<file path="src/hdl/tstr_pkg.sv">
// Timestamp truncation package: field widths, time constants, unit codes
// and the calendar tables and helpers used by the truncation pipeline.
// No dependencies.
package tstr_pkg;

  localparam int YEAR_W = 14;
  localparam int MON_W  = 4;
  localparam int DAY_W  = 5;
  localparam int TIME_W = 47;
  localparam int UNIT_W = 4;

  localparam logic [YEAR_W-1:0] YEAR_MIN = 14'd1400;
  localparam logic [YEAR_W-1:0] YEAR_MAX = 14'd9999;
  localparam logic [MON_W-1:0]  MON_MAX  = 4'd12;

  localparam logic [TIME_W-1:0] NS_MAX      = 47'd86399999999999;
  localparam logic [TIME_W-1:0] NS_PER_HOUR = 47'd3600000000000;
  localparam logic [TIME_W-1:0] NS_PER_TMIN = 47'd600000000000;
  localparam logic [TIME_W-1:0] NS_PER_MIN  = 47'd60000000000;

  typedef enum logic [UNIT_W-1:0] {
    UNIT_YEAR    = 4'd0,
    UNIT_QUARTER = 4'd1,
    UNIT_MONTH   = 4'd2,
    UNIT_WW      = 4'd3,
    UNIT_WM      = 4'd4,
    UNIT_DAY     = 4'd5,
    UNIT_MONDAY  = 4'd6,
    UNIT_HOUR    = 4'd7,
    UNIT_MINUTE  = 4'd8
  } trunc_unit_e;

  function automatic logic [DAY_W-1:0] month_len(input logic [MON_W-1:0] m,
                                                 input logic leap);
    logic [DAY_W-1:0] len;
    case (m)
      4'd2:                      len = leap ? 5'd29 : 5'd28;
      4'd4, 4'd6, 4'd9, 4'd11:   len = 5'd30;
      default:                   len = 5'd31;
    endcase
    return len;
  endfunction

  // days before the 1st of the month, counted from January 1st, common year
  function automatic logic [8:0] jan_cum(input logic [MON_W-1:0] m);
    logic [8:0] c;
    case (m)
      4'd2:    c = 9'd31;
      4'd3:    c = 9'd59;
      4'd4:    c = 9'd90;
      4'd5:    c = 9'd120;
      4'd6:    c = 9'd151;
      4'd7:    c = 9'd181;
      4'd8:    c = 9'd212;
      4'd9:    c = 9'd243;
      4'd10:   c = 9'd273;
      4'd11:   c = 9'd304;
      4'd12:   c = 9'd334;
      default: c = 9'd0;
    endcase
    return c;
  endfunction

  // days before the 1st of the month, counted from March 1st
  function automatic logic [8:0] mar_cum(input logic [MON_W-1:0] m);
    logic [8:0] c;
    case (m)
      4'd1:    c = 9'd306;
      4'd2:    c = 9'd337;
      4'd4:    c = 9'd31;
      4'd5:    c = 9'd61;
      4'd6:    c = 9'd92;
      4'd7:    c = 9'd122;
      4'd8:    c = 9'd153;
      4'd9:    c = 9'd184;
      4'd10:   c = 9'd214;
      4'd11:   c = 9'd245;
      4'd12:   c = 9'd275;
      default: c = 9'd0;
    endcase
    return c;
  endfunction

  function automatic logic [MON_W-1:0] quarter_first(input logic [MON_W-1:0] m);
    logic [MON_W-1:0] q;
    case (m)
      4'd4, 4'd5, 4'd6:    q = 4'd4;
      4'd7, 4'd8, 4'd9:    q = 4'd7;
      4'd10, 4'd11, 4'd12: q = 4'd10;
      default:             q = 4'd1;
    endcase
    return q;
  endfunction

  // y mod 400 for y <= 9999: y/400 = (y>>4)/25, reciprocal 41/1024
  function automatic logic [8:0] mod400(input logic [YEAR_W-1:0] y);
    logic [14:0]       p;
    logic [4:0]        era;
    logic [YEAR_W-1:0] e400;
    logic [YEAR_W-1:0] r;
    p    = 15'(y[YEAR_W-1:4]) * 15'd41;
    era  = p[14:10];
    e400 = (14'(era) << 8) + (14'(era) << 7) + (14'(era) << 4);
    r    = y - e400;
    return r[8:0];
  endfunction

  // x mod 7 for x < 1024: quotient by reciprocal 4682/32768
  function automatic logic [2:0] mod7(input logic [9:0] x);
    logic [22:0] p;
    logic [7:0]  q;
    logic [9:0]  r;
    p = 23'(x) * 23'd4682;
    q = p[22:15];
    r = x - 10'((11'(q) << 3) - 11'(q));
    return r[2:0];
  endfunction

endpackage

</file>
<file path="src/hdl/tstr_in_if.sv">
// Request channel of the timestamp truncation unit: valid/ready and the
// input timestamp fields. Depends on tstr_pkg.
interface tstr_in_if import tstr_pkg::*; ();
  logic              valid;
  logic              ready;
  logic [YEAR_W-1:0] in_year;
  logic [MON_W-1:0]  in_month;
  logic [DAY_W-1:0]  in_day;
  logic [TIME_W-1:0] in_time_ns;

  modport source (output valid, in_year, in_month, in_day, in_time_ns, input ready);
  modport sink   (input valid, in_year, in_month, in_day, in_time_ns, output ready);
endinterface

</file>
<file path="src/hdl/tstr_out_if.sv">
// Result channel of the timestamp truncation unit: valid/ready and the
// truncated timestamp fields. Depends on tstr_pkg.
interface tstr_out_if import tstr_pkg::*; ();
  logic              valid;
  logic              ready;
  logic [YEAR_W-1:0] out_year;
  logic [MON_W-1:0]  out_month;
  logic [DAY_W-1:0]  out_day;
  logic [TIME_W-1:0] out_time_ns;
  logic              out_null;

  modport source (output valid, out_year, out_month, out_day, out_time_ns, out_null,
                  input ready);
  modport sink   (input valid, out_year, out_month, out_day, out_time_ns, out_null,
                  output ready);
endinterface

</file>
<file path="src/hdl/timestamp_truncate_unit.sv">
// Timestamp truncation unit: four-register pipeline (input, two inner stages,
// result). Depends on tstr_pkg, tstr_in_if and tstr_out_if.
// Throughput: one request per cycle while the output accepts results; each
// stage holds one request and stalls only when the stage after it is full
// and not draining. Reset clears all stage valid flags and sets the unit
// register to day.
module timestamp_truncate_unit import tstr_pkg::*; (
  input  logic              clk_i,
  input  logic              rst_ni,
  input  logic              cfg_we_i,
  input  logic [UNIT_W-1:0] cfg_wdata_i,
  tstr_in_if.sink           in_req_i,
  tstr_out_if.source        out_rsp_o
);

  logic [UNIT_W-1:0] unit_q;

  logic v1_q, v2_q, v3_q, v4_q;
  logic rdy1, rdy2, rdy3, rdy4;

  // stage 1: raw request
  logic [YEAR_W-1:0] y1_q;
  logic [MON_W-1:0]  m1_q;
  logic [DAY_W-1:0]  d1_q;
  logic [TIME_W-1:0] t1_q;

  // stage 2: clamped year/month, year mod 400, hour floor
  logic [YEAR_W-1:0] y2_q, y2_d;
  logic [MON_W-1:0]  m2_q, m2_d;
  logic [DAY_W-1:0]  d2_q;
  logic [8:0]        yoe2_q, yoe2_d;
  logic [TIME_W-1:0] hfl2_q, hfl2_d, tc;
  logic [41:0]       rem2_q, rem2_d;

  // stage 3: clamped day, previous month length, weekday offset sum
  logic [YEAR_W-1:0] y3_q;
  logic [MON_W-1:0]  m3_q;
  logic [DAY_W-1:0]  d3_q, d3_d;
  logic [DAY_W-1:0]  mlenp3_q, mlenp3_d;
  logic [9:0]        nsum3_q, nsum3_d;
  logic [TIME_W-1:0] hfl3_q, acc3_q, acc3_d;
  logic [39:0]       rem3_q, rem3_d;

  // stage 4: result
  logic [YEAR_W-1:0] oy_q, oy_d;
  logic [MON_W-1:0]  om_q, om_d;
  logic [DAY_W-1:0]  od_q, od_d;
  logic [TIME_W-1:0] ot_q, ot_d;
  logic              onull_q, onull_d;

  assign rdy4 = !v4_q || out_rsp_o.ready;
  assign rdy3 = !v3_q || rdy4;
  assign rdy2 = !v2_q || rdy3;
  assign rdy1 = !v1_q || rdy2;
  assign in_req_i.ready = rdy1;

  always_ff @(posedge clk_i or negedge rst_ni) begin
    if (!rst_ni) begin
      unit_q <= UNIT_DAY;
      v1_q   <= 1'b0;
      v2_q   <= 1'b0;
      v3_q   <= 1'b0;
      v4_q   <= 1'b0;
    end else begin
      if (cfg_we_i) begin
        unit_q <= cfg_wdata_i;
      end
      if (rdy1) begin
        v1_q <= in_req_i.valid;
      end
      if (rdy2) begin
        v2_q <= v1_q;
      end
      if (rdy3) begin
        v3_q <= v2_q;
      end
      if (rdy4) begin
        v4_q <= v3_q;
      end
    end
  end

  // stage 1 -> 2
  always_comb begin
    if (y1_q < YEAR_MIN) begin
      y2_d = YEAR_MIN;
    end else if (y1_q > YEAR_MAX) begin
      y2_d = YEAR_MAX;
    end else begin
      y2_d = y1_q;
    end
    if (m1_q == '0) begin
      m2_d = 4'd1;
    end else if (m1_q > MON_MAX) begin
      m2_d = MON_MAX;
    end else begin
      m2_d = m1_q;
    end
    yoe2_d = mod400(y2_d);
    tc     = (t1_q > NS_MAX) ? NS_MAX : t1_q;
    hfl2_d = '0;
    for (int k = 1; k < 24; k++) begin
      if (tc >= 47'(k) * NS_PER_HOUR) begin
        hfl2_d = 47'(k) * NS_PER_HOUR;
      end
    end
    rem2_d = 42'(tc - hfl2_d);
  end

  // stage 2 -> 3
  logic             leap;
  logic [DAY_W-1:0] mlen, d0;
  logic [8:0]       yoe_yy;
  logic [1:0]       c100;
  logic [9:0]       wsum;
  logic [41:0]      tfl;

  always_comb begin
    leap = (yoe2_q[1:0] == 2'b00) && (yoe2_q != 9'd100) && (yoe2_q != 9'd200)
           && (yoe2_q != 9'd300);
    mlen = month_len(m2_q, leap);
    d0   = (d2_q == '0) ? 5'd1 : d2_q;
    d3_d = (d0 > mlen) ? mlen : d0;
    mlenp3_d = (m2_q == 4'd1) ? 5'd31 : month_len(m2_q - 4'd1, leap);

    // March-based year for weekday: January and February count with year-1
    if (m2_q <= 4'd2) begin
      yoe_yy = (yoe2_q == '0) ? 9'd399 : yoe2_q - 9'd1;
    end else begin
      yoe_yy = yoe2_q;
    end
    if (yoe_yy >= 9'd300) begin
      c100 = 2'd3;
    end else if (yoe_yy >= 9'd200) begin
      c100 = 2'd2;
    end else if (yoe_yy >= 9'd100) begin
      c100 = 2'd1;
    end else begin
      c100 = 2'd0;
    end
    // days back to Monday, before mod 7
    wsum = 10'(yoe_yy) + 10'(yoe_yy >> 2) - 10'(c100) + 10'(mar_cum(m2_q))
           + 10'(d3_d) + 10'd8;

    case (unit_q)
      UNIT_WW:     nsum3_d = 10'(jan_cum(m2_q)) + 10'(leap && (m2_q > 4'd2))
                             + 10'(d3_d) - 10'd1;
      UNIT_WM:     nsum3_d = 10'(d3_d) - 10'd1;
      UNIT_MONDAY: nsum3_d = wsum;
      default:     nsum3_d = '0;
    endcase

    tfl = '0;
    for (int k = 1; k < 6; k++) begin
      if (rem2_q >= 42'(47'(k) * NS_PER_TMIN)) begin
        tfl = 42'(47'(k) * NS_PER_TMIN);
      end
    end
    acc3_d = hfl2_q + 47'(tfl);
    rem3_d = 40'(rem2_q - tfl);
  end

  // stage 3 -> 4
  logic [2:0]        n;
  logic [YEAR_W-1:0] by;
  logic [MON_W-1:0]  bm;
  logic [DAY_W-1:0]  bd;
  logic [39:0]       mfl;

  always_comb begin
    n = mod7(nsum3_q);
    if (d3_q > 5'(n)) begin
      by = y3_q;
      bm = m3_q;
      bd = d3_q - 5'(n);
    end else begin
      by = (m3_q == 4'd1) ? y3_q - 14'd1 : y3_q;
      bm = (m3_q == 4'd1) ? MON_MAX : m3_q - 4'd1;
      bd = 5'(6'(mlenp3_q) + 6'(d3_q) - 6'(n));
    end

    mfl = '0;
    for (int k = 1; k < 10; k++) begin
      if (rem3_q >= 40'(47'(k) * NS_PER_MIN)) begin
        mfl = 40'(47'(k) * NS_PER_MIN);
      end
    end

    oy_d    = y3_q;
    om_d    = m3_q;
    od_d    = d3_q;
    ot_d    = '0;
    onull_d = 1'b0;
    unique case (unit_q)
      UNIT_YEAR: begin
        om_d = 4'd1;
        od_d = 5'd1;
      end
      UNIT_QUARTER: begin
        om_d = quarter_first(m3_q);
        od_d = 5'd1;
      end
      UNIT_MONTH: od_d = 5'd1;
      UNIT_WW, UNIT_WM, UNIT_MONDAY: begin
        oy_d = by;
        om_d = bm;
        od_d = bd;
      end
      UNIT_DAY: ;
      UNIT_HOUR: ot_d = hfl3_q;
      UNIT_MINUTE: ot_d = acc3_q + 47'(mfl);
      default: begin
        oy_d    = '0;
        om_d    = '0;
        od_d    = '0;
        onull_d = 1'b1;
      end
    endcase
  end

  always_ff @(posedge clk_i) begin
    if (rdy1 && in_req_i.valid) begin
      y1_q <= in_req_i.in_year;
      m1_q <= in_req_i.in_month;
      d1_q <= in_req_i.in_day;
      t1_q <= in_req_i.in_time_ns;
    end
    if (rdy2 && v1_q) begin
      y2_q   <= y2_d;
      m2_q   <= m2_d;
      d2_q   <= d1_q;
      yoe2_q <= yoe2_d;
      hfl2_q <= hfl2_d;
      rem2_q <= rem2_d;
    end
    if (rdy3 && v2_q) begin
      y3_q     <= y2_q;
      m3_q     <= m2_q;
      d3_q     <= d3_d;
      mlenp3_q <= mlenp3_d;
      nsum3_q  <= nsum3_d;
      hfl3_q   <= hfl2_q;
      acc3_q   <= acc3_d;
      rem3_q   <= rem3_d;
    end
    if (rdy4 && v3_q) begin
      oy_q    <= oy_d;
      om_q    <= om_d;
      od_q    <= od_d;
      ot_q    <= ot_d;
      onull_q <= onull_d;
    end
  end

  assign out_rsp_o.valid       = v4_q;
  assign out_rsp_o.out_year    = oy_q;
  assign out_rsp_o.out_month   = om_q;
  assign out_rsp_o.out_day     = od_q;
  assign out_rsp_o.out_time_ns = ot_q;
  assign out_rsp_o.out_null    = onull_q;

endmodule
</file>
<file path="src/flat_wrapper.sv">
// flat-port wrapper written by rule: the top's interface ports become plain ports
module timestamp_truncate_unit_flat import tstr_pkg::*;
  (clk_i, rst_ni, cfg_we_i, cfg_wdata_i, in_req_i_valid, in_req_i_in_year, in_req_i_in_month, in_req_i_in_day, in_req_i_in_time_ns, in_req_i_ready, out_rsp_o_valid, out_rsp_o_out_year, out_rsp_o_out_month, out_rsp_o_out_day, out_rsp_o_out_time_ns, out_rsp_o_out_null, out_rsp_o_ready);
  tstr_in_if in_req_i_i ();
  tstr_out_if out_rsp_o_i ();
  input  logic clk_i;
  input  logic rst_ni;
  input  logic cfg_we_i;
  input  logic [UNIT_W-1:0] cfg_wdata_i;
  input wire logic [$bits(in_req_i_i.valid)-1:0] in_req_i_valid;
  input wire logic [$bits(in_req_i_i.in_year)-1:0] in_req_i_in_year;
  input wire logic [$bits(in_req_i_i.in_month)-1:0] in_req_i_in_month;
  input wire logic [$bits(in_req_i_i.in_day)-1:0] in_req_i_in_day;
  input wire logic [$bits(in_req_i_i.in_time_ns)-1:0] in_req_i_in_time_ns;
  output wire logic [$bits(in_req_i_i.ready)-1:0] in_req_i_ready;
  output wire logic [$bits(out_rsp_o_i.valid)-1:0] out_rsp_o_valid;
  output wire logic [$bits(out_rsp_o_i.out_year)-1:0] out_rsp_o_out_year;
  output wire logic [$bits(out_rsp_o_i.out_month)-1:0] out_rsp_o_out_month;
  output wire logic [$bits(out_rsp_o_i.out_day)-1:0] out_rsp_o_out_day;
  output wire logic [$bits(out_rsp_o_i.out_time_ns)-1:0] out_rsp_o_out_time_ns;
  output wire logic [$bits(out_rsp_o_i.out_null)-1:0] out_rsp_o_out_null;
  input wire logic [$bits(out_rsp_o_i.ready)-1:0] out_rsp_o_ready;
  assign in_req_i_i.valid = in_req_i_valid;
  assign in_req_i_i.in_year = in_req_i_in_year;
  assign in_req_i_i.in_month = in_req_i_in_month;
  assign in_req_i_i.in_day = in_req_i_in_day;
  assign in_req_i_i.in_time_ns = in_req_i_in_time_ns;
  assign in_req_i_ready = in_req_i_i.ready;
  assign out_rsp_o_valid = out_rsp_o_i.valid;
  assign out_rsp_o_out_year = out_rsp_o_i.out_year;
  assign out_rsp_o_out_month = out_rsp_o_i.out_month;
  assign out_rsp_o_out_day = out_rsp_o_i.out_day;
  assign out_rsp_o_out_time_ns = out_rsp_o_i.out_time_ns;
  assign out_rsp_o_out_null = out_rsp_o_i.out_null;
  assign out_rsp_o_i.ready = out_rsp_o_ready;
  timestamp_truncate_unit u_core (.clk_i(clk_i), .rst_ni(rst_ni), .cfg_we_i(cfg_we_i), .cfg_wdata_i(cfg_wdata_i), .in_req_i(in_req_i_i), .out_rsp_o(out_rsp_o_i));
endmodule
</file>
<file path="config.mk">
export PLATFORM = sky130hd
export DESIGN_NAME = timestamp_truncate_unit_flat
export DESIGN_NICKNAME = d
export VERILOG_FILES = /design/src/hdl/tstr_pkg.sv /design/src/hdl/tstr_in_if.sv /design/src/hdl/tstr_out_if.sv /design/src/hdl/timestamp_truncate_unit.sv /design/src/flat_wrapper.sv
export SDC_FILE = /design/constraint.sdc
export NUM_CORES = 1
export LEC_CHECK = 0
export ABC_AREA = 1
export BUFFER_PORTS_ARGS = -buffer_cell sky130_fd_sc_hd__buf_2
export CORE_MARGIN = 3
export CORE_UTILIZATION = 40
export CTS_BUF_LIST = sky130_fd_sc_hd__clkbuf_2 sky130_fd_sc_hd__clkbuf_4 sky130_fd_sc_hd__clkbuf_8
export DETAILED_ROUTE_END_ITERATION = 7
export GPL_ROUTABILITY_DRIVEN = 1
export GPL_TIMING_DRIVEN = 0
export PLACE_DENSITY = 0.64
export SLEW_MARGIN = 20
export SYNTH_ARGS = -nofsm -noshare
export SYNTH_HDL_FRONTEND = slang
export SYNTH_SLANG_ARGS = --single-unit
export TNS_END_PERCENT = 100
</file>
<file path="constraint.sdc">
create_clock -name clk_i -period 7.42 [get_ports clk_i]
set_clock_uncertainty 0.15 [all_clocks]
set_input_delay 0.742 -clock clk_i [delete_from_list [all_inputs] [get_ports clk_i]]
set_output_delay 0.742 -clock clk_i [all_outputs]
set_load 0.01 [all_outputs]
</file>
# Word-level counts from Yosys, hierarchy flattened
# Memories as Yosys holds them, arrays and structs flattened. A register that Yosys moved wholly into a read port is not among the register bits.
# Index checks and enable logic that the tools add are counted.
[op_classes]
magnitude_cmp = 48
eq_ne = 23
multipliers = 2
addsub = 25
mux = 64
reduce_logical = 30
[ops]
columns = ["operator", "n"]
rows = [
  ["$ge 47x46->1 const B", 10],
  ["$mux 46", 10],
  ["$ge 47x45->1 const B", 5],
  ["$mux 47", 5],
  ["$mux 45", 5],
  ["$ge 40x39->1 const B", 5],
  ["$mux 39", 5],
  ["$ge 47x47->1 const B", 4],
  ["$mux 42", 3],
  ["$ge 47x44->1 const B", 2],
  ["$pmux 47 s2", 1],
  ["$mux 44", 2],
  ["$ge 42x41->1 const B", 2],
  ["$ge 42x42->1 const B", 2],
  ["$mux 41", 2],
  ["$ge 40x38->1 const B", 2],
  ["$mux 38", 2],
  ["$mux 14", 4],
  ["$add 47x39->47", 1],
  ["$add 47x42->47", 1],
  ["$ge 47x42->1 const B", 1],
  ["$ge 47x43->1 const B", 1],
  ["$gt 47x47->1 const B", 1],
  ["$mux 43", 1],
  ["other kinds (66)", 115],
]
[totals]
in_bits = 79
output_inout_bits = 73
romBits = 352
n_memories = 3
reg_bits = 442
[mem_list]
columns = ["name", "depth", "width", "rd", "rd_clocked_by_memory_dff", "write_ports", "line_no", "source"]
rows = [
  ["(name not given)", 16, 9, 1, 0, 0, "tstr_pkg.sv:67", "case (m)"],
  ["(name not given)", 16, 9, 1, 0, 0, "tstr_pkg.sv:47", "case (m)"],
  ["(name not given)", 16, 4, 1, 1, 0, "tstr_pkg.sv:86", "case (m)"],
]

# Logic depth before layout (Yosys ltp)
[logic_depth]
depth_word = 27
depth_mapped = 51

# Worst setup path before layout
# OpenSTA, ideal clock, no wires.
[synth_timing]
path_type = "register to register"
startpoint = "reg u_core.nsum3_q[8]"
endpoint = "reg u_core.oy_q[12] (netlist: u_core.out_rsp_o.out_year[12]), data pin"
arrival_time_ns = 6.236
synth_period_minus_slack_ns = 6.649
path_stages_with_launch = 30
t_required_ns = 7.007
setup_ns = 0.263
path_slack_ns = 0.771
path_buffers = 0
path_cell_list = "edfxtp_1 -> ha_1 -> inv_1 -> fa_1 -> fa_1 -> fa_1 -> inv_1 -> ha_1 -> a21oi_1 -> o21ai_0 -> a21oi_1 -> o21ai_0 -> a21o_1 -> xnor2_1 -> fa_1 -> xor2_1 -> xor2_1 -> xor2_1 -> inv_1 -> ha_1 -> a21oi_1 -> o311ai_0 -> nand2_1 -> clkinv_1 -> nor2_1 -> nand2_1 -> nor2_1 -> nand4_1 -> xor2_1 -> o21ai_0"
[synth_between]
elab_chain_cells = 6
[synth_lines]
columns = ["item", "line_no", "source"]
rows = [
  ["start: declaration", "timestamp_truncate_unit.sv:40", "logic [9:0] nsum3_q, nsum3_d;"],
  ["start signal: assignment", "timestamp_truncate_unit.sv:241", "nsum3_q <= nsum3_d;"],
  ["$mul 10x12->17", "tstr_pkg.sv:113", "p = 23'(x) * 23'd4682;"],
  ["$sub 1x3->3", "tstr_pkg.sv:115", "r = x - 10'((11'(q) << 3) - 11'(q));"],
  ["$sub 3x3->3", "tstr_pkg.sv:115", ""],
  ["$gt 5x3->1", "timestamp_truncate_unit.sv:172", "if (d3_q > 5'(n)) begin"],
  ["$mux 14", "timestamp_truncate_unit.sv:172", ""],
  ["$pmux 14 s2", "timestamp_truncate_unit.sv:194", "unique case (unit_q)"],
  ["named net u_core.oy_d[12]", "timestamp_truncate_unit.sv:45", "logic [YEAR_W-1:0] oy_q, oy_d;"],
  ["end signal: assignment", "timestamp_truncate_unit.sv:247", "oy_q <= oy_d;"],
  ["end: declaration", "timestamp_truncate_unit.sv:45", ""],
]
# The timed path passes the listed nets, and every way through them passes these cells.
# A chain may end at the register's enable or synchronous reset.

# Final worst setup path
[layout_timing]
startpoint = "reg u_core.t1_q[28]"
endpoint = "reg u_core.rem2_q[34], data pin"
[layout_between]
elab_chain_cells = 27
elab_cells_between_ends = 49
classes_between = "add/sub: 1; order compare: 24; mux: 24"
[layout_lines]
columns = ["item", "line_no", "source"]
rows = [
  ["start: declaration", "timestamp_truncate_unit.sv:25", "logic [TIME_W-1:0] t1_q;"],
  ["start signal: assignment", "timestamp_truncate_unit.sv:226", "t1_q <= in_req_i.in_time_ns;"],
  ["$gt 47x47->1", "timestamp_truncate_unit.sv:100", "tc = (t1_q > NS_MAX) ? NS_MAX : t1_q;"],
  ["$mux 47 *", "timestamp_truncate_unit.sv:100", ""],
  ["$ge 47x42->1", "timestamp_truncate_unit.sv:103", "if (tc >= 47'(k) * NS_PER_HOUR) begin"],
  ["$mux 42", "timestamp_truncate_unit.sv:103", ""],
  ["$mux 43", "timestamp_truncate_unit.sv:103", ""],
  ["$mux 44 (2 in series)", "timestamp_truncate_unit.sv:103", ""],
  ["$mux 45 (5 in series)", "timestamp_truncate_unit.sv:103", ""],
  ["$mux 46 (10 in series)", "timestamp_truncate_unit.sv:103", ""],
  ["$mux 47 (3 in series)", "timestamp_truncate_unit.sv:103", ""],
  ["$mux 47 *", "timestamp_truncate_unit.sv:103", ""],
  ["named net u_core.hfl2_d[28]", "timestamp_truncate_unit.sv:32", "logic [TIME_W-1:0] hfl2_q, hfl2_d, tc;"],
  ["$sub 42x42->42 *", "timestamp_truncate_unit.sv:107", "rem2_d = 42'(tc - hfl2_d);"],
  ["named net u_core.rem2_d[34]", "timestamp_truncate_unit.sv:33", "logic [41:0] rem2_q, rem2_d;"],
  ["end signal: assignment", "timestamp_truncate_unit.sv:234", "rem2_q <= rem2_d;"],
  ["end: declaration", "timestamp_truncate_unit.sv:33", ""],
]
# Mark *: on every way through the listed nets, which the timed path passes. The rest lies on a longest branch.

==> results.sh <==
export IMPL_outcome="finished, final reports clean"
export IMPL_dp_hpwl_um=74000
export IMPL_synth_ff_type="edfxtp_1"
export IMPL_swShare_pct=46.5
export IMPL_cts_max_level=3
export IMPL_finalInstanceArea_mm2=0.0325
export IMPL_mostFrequentLayoutCells="inv_1, nand2_1, nor2_1, edfxtp_1, ha_1"
export IMPL_fp_dieW_um=274
export IMPL_syn_to_final_growth_pct=12.9
export IMPL_antenna_found_initial=3
export IMPL_wl_per_cell_um=18.8
export IMPL_first_pass_iters=7
export IMPL_stdcell_count=4789
export IMPL_root_buffer="clkbuf_8"
export IMPL_relSlewSlack_pct=19.7
export IMPL_critPathRequiredTime_ns=7.66
export IMPL_numPortBuffers=140
export IMPL_multiInputGateArea_mm2=0.0154
export IMPL_hold_ws_ns=0.121
export IMPL_slowest_stage="edfxtp_1"
export IMPL_crit_arrival_ns=7.28
export IMPL_min_period_ns=7.05
export IMPL_placed_cell_area_mm2=0.0309
export IMPL_ir_drop_uv=341
export IMPL_max_freq_mhz=142
export IMPL_tightest_slew_ns=1.19
export IMPL_grt_pass1_wl_um=138000
export IMPL_die_area_mm2=0.0752
export IMPL_path_buf_inv=4
export IMPL_remaining_drc_errors=0
export IMPL_clkPwrFrac_pct=14.1
export IMPL_synthArstFlopShare_pct=2.17
export IMPL_cpMostUsedCell="nand2_1"
export IMPL_min_path_type="in2reg"
export IMPL_design_core_area_mm2=0.0706
export IMPL_power_leakage_nw=14.6
export IMPL_nFillCells=7119
export IMPL_finalSetupViolations=0
export IMPL_die_h_um=274
export IMPL_clock_latency_ns=0.64
export IMPL_final_hold_violation_count=0
export IMPL_start_util_pct=40.7
export IMPL_drt_iter0_drc=2246
export IMPL_netSwitchingPower_w=0.00601
export IMPL_setup_ws_ns=0.373
export IMPL_synth_area_leaders="edfxtp_1, ha_1, inv_1"
export IMPL_cpPeakStageDelay_ns=0.57
export IMPL_via_per_inst=5.31
export IMPL_drv_cap=0
export IMPL_num_io_pins=152
export IMPL_grt_overflow_total=0
export IMPL_slew_violations=0
export IMPL_seq_area_frac_synth_pct=38.1
export IMPL_final_nets=4179
export IMPL_placed_cells=4657
export IMPL_synth_edf_count=356
export IMPL_r2r_worst_path_cells=49
export IMPL_cp_max_fo=10
export IMPL_routed_wl_um=90200
export IMPL_rr_startpoint="u_core.t1_q[28]"
export IMPL_worst_path_stages=49
export IMPL_place_congestion=1.03
export IMPL_worst_hold_path_num_cells=1
export IMPL_synthesis_area_mm2=0.0288
export IMPL_synth_seq_cells=368
export IMPL_yosysWarnings=0
export IMPL_r2r_end="u_core.rem2_q[34]"
export IMPL_syn_avg_cell_area_um2=8.09
export IMPL_p_comb_share_pct=59.4
export IMPL_grtUsageTotal_pct=23.8
export IMPL_seqPwrFrac_pct=26.4
export IMPL_cts_buffers=66
export IMPL_setup_tns_ns=0
export IMPL_endpoint_kind="flip-flop"
export IMPL_preCtsSetupSlack_ns=-0.698
export IMPL_clk_pin_slew_ns=0.06
export IMPL_final_layout_size_suffix_gt1_share_pct=10.1
export IMPL_path_delay_family="simple AND/OR/NAND/NOR gates"
export IMPL_yosysTopAreaCellShare_pct=37.1
export IMPL_reg2reg_slack_ns=0.37
export IMPL_worstHoldStart="in_req_i_in_time_ns[31]"
export IMPL_final_common_cell="inv_1"
export IMPL_vias=25400
export IMPL_yosys_cell_types_count=69
export IMPL_clkSinkCount=368
export IMPL_intPower_w=0.00691
export IMPL_fin_crit_sh_pct=95.0
export IMPL_yosys_area_top_type="edfxtp_1"
export IMPL_synthCells=3559
export IMPL_grt_start_max_net_pins=111
export IMPL_path_class="reg2reg"
export IMPL_worstSetupStartpointType="flip-flop"
export IMPL_cellPowerDensity_mw_per_mm2=398
export IMPL_final_antenna_net_count=0
export IMPL_rows=97
export IMPL_cts_tree="yes"
export IMPL_clk_path_buf_depth=3
export IMPL_holdPathEnd="u_core.t1_q[31]"
export IMPL_regArea_mm2=0.0110
export IMPL_grt_pass1_vias=24300
## stage by stage
step | utilization (%) | total power, W
finish | 46.0 | 0.0129
global route | 46.0 | 0.0143
CTS | 45.5 | 0.0129
detailed placement | 43.7 | 0.0109
global placement | 43.5 | 0.0108
floorplan | - | 0.00901
## power by group through the flow
stage	registers (W)	logic, W	clock network [W]
5_1_grt	0.00347	0.00884	0.00199
3_5_place_dp	0.00344	0.00748	0
3_3_place_gp	0.00347	0.00736	0
4_1_cts	0.00340	0.00757	0.00189
2_1_floorplan	0.00334	0.00567	0
6_report	0.00341	0.00768	0.00182
## flip-flops by register name, summed over array words and instances (netlist names), 2 cells and up, named ones only
name and cells:
u_core.y2_q 10, u_core.acc3_q 35, u_core.out_rsp_o.out_day 5, u_core.d1_q 5
u_core.d3_q 5, u_core.y1_q 14, u_core.rem3_q 29, u_core.m1_q 4
u_core.d2_q 5, u_core.y3_q 14, u_core.t1_q 47, u_core.out_rsp_o.out_time_ns 36
u_core.mlenp3_q 2, u_core.m3_q 4, u_core.rem2_q 31, u_core.m2_q 4
u_core.out_rsp_o.out_month 4, u_core.nsum3_q 10, u_core.hfl3_q 34, u_core.hfl2_q 34
u_core.unit_q 4, u_core.out_rsp_o.out_year 14, u_core.yoe2_q 9
## area by class of cell
type / instances / share of cell area, %
inverter: 645 / 7.49
clock buffer: 82 / 3.19
clock inverter: 35 / 0.636
timing repair buffer: 159 / 2.96
antenna: 2 / 0.0154
buffer: 48 / 0.840
multi-input combinational: 2510 / 47.5
tap: 940 / 3.62
sequential: 368 / 33.8
## repair_timing
action / CTS / global route
endpoints found under the hold margin: 8 / 0
buffers inserted: 0 / 12
pin swaps: 0 / 6
hold buffers: 1 / 0
resized for setup: 14 / 49
setup endpoints to repair: 41 / 51
## worst register-to-register path: cells and delay by family, from the launching register on
family	cells	cell delay (ns)
compound gates	6	1.09
fa+ha+maj	1	0.18
buf+inv	4	0.42
flops	1	0.57
simple gates	38	4.38
## cell usage after synthesis, drive strengths merged (4+ instances only)
cell type,count
clkbuf,31
a32o,10
nand4,53
o21a,8
buf,17
fa,39
ha,263
a211oi,13
inv,641
nor4,30
o21bai,8
o211ai,17
o2111ai,6
and3,8
nand2,601
a21boi,7
o311ai,7
a221oi,4
nor2,424
xor2,96
edfxtp,356
a2111oi,4
dfxtp,4
a21o,10
a41oi,6
a31oi,29
or2,9
xnor2,32
dfrtp,6
nand3,175
o21ai,222
a21oi,262
o221ai,10
nor3,78
o22ai,10
clkinv,4
o31ai,28
## cells by family after synthesis
family	synth area share, %
and+or+nand+nor	20.6
buffers and inverters	9.35
AOI/OAI and AO/OA	13.8
DFF	38.1
adders and majority gates	14.1
xor gates and xnor gates	3.90
other	0.0130
muxes	0.0348
## worst max-delay path by stage
stage	start	end	slack (ns)
final	u_core.t1_q[28]	u_core.rem2_q[34]	0.37
after global routing	u_core.m2_q[2]	u_core.nsum3_q[9]	-0.001
after CTS	u_core.t1_q[35]	u_core.rem2_q[40]	-0.008
after detailed placement	u_core.t1_q[35]	u_core.rem2_q[40]	-0.70
after global placement	u_core.t1_q[35]	u_core.rem2_q[34]	-0.91
after floorplan	u_core.nsum3_q[8]	u_core.out_rsp_o.out_year[12]	0.77
## layer usage
metal / wire length, um / track usage, %
met1: 41700 / 33.3
met2: 40500 / 38.6
met3: 5460 / 2.90
met4: 2540 / 7.46
met5: 0 / 0
Note: power is estimated with default switching activity, not from simulation.
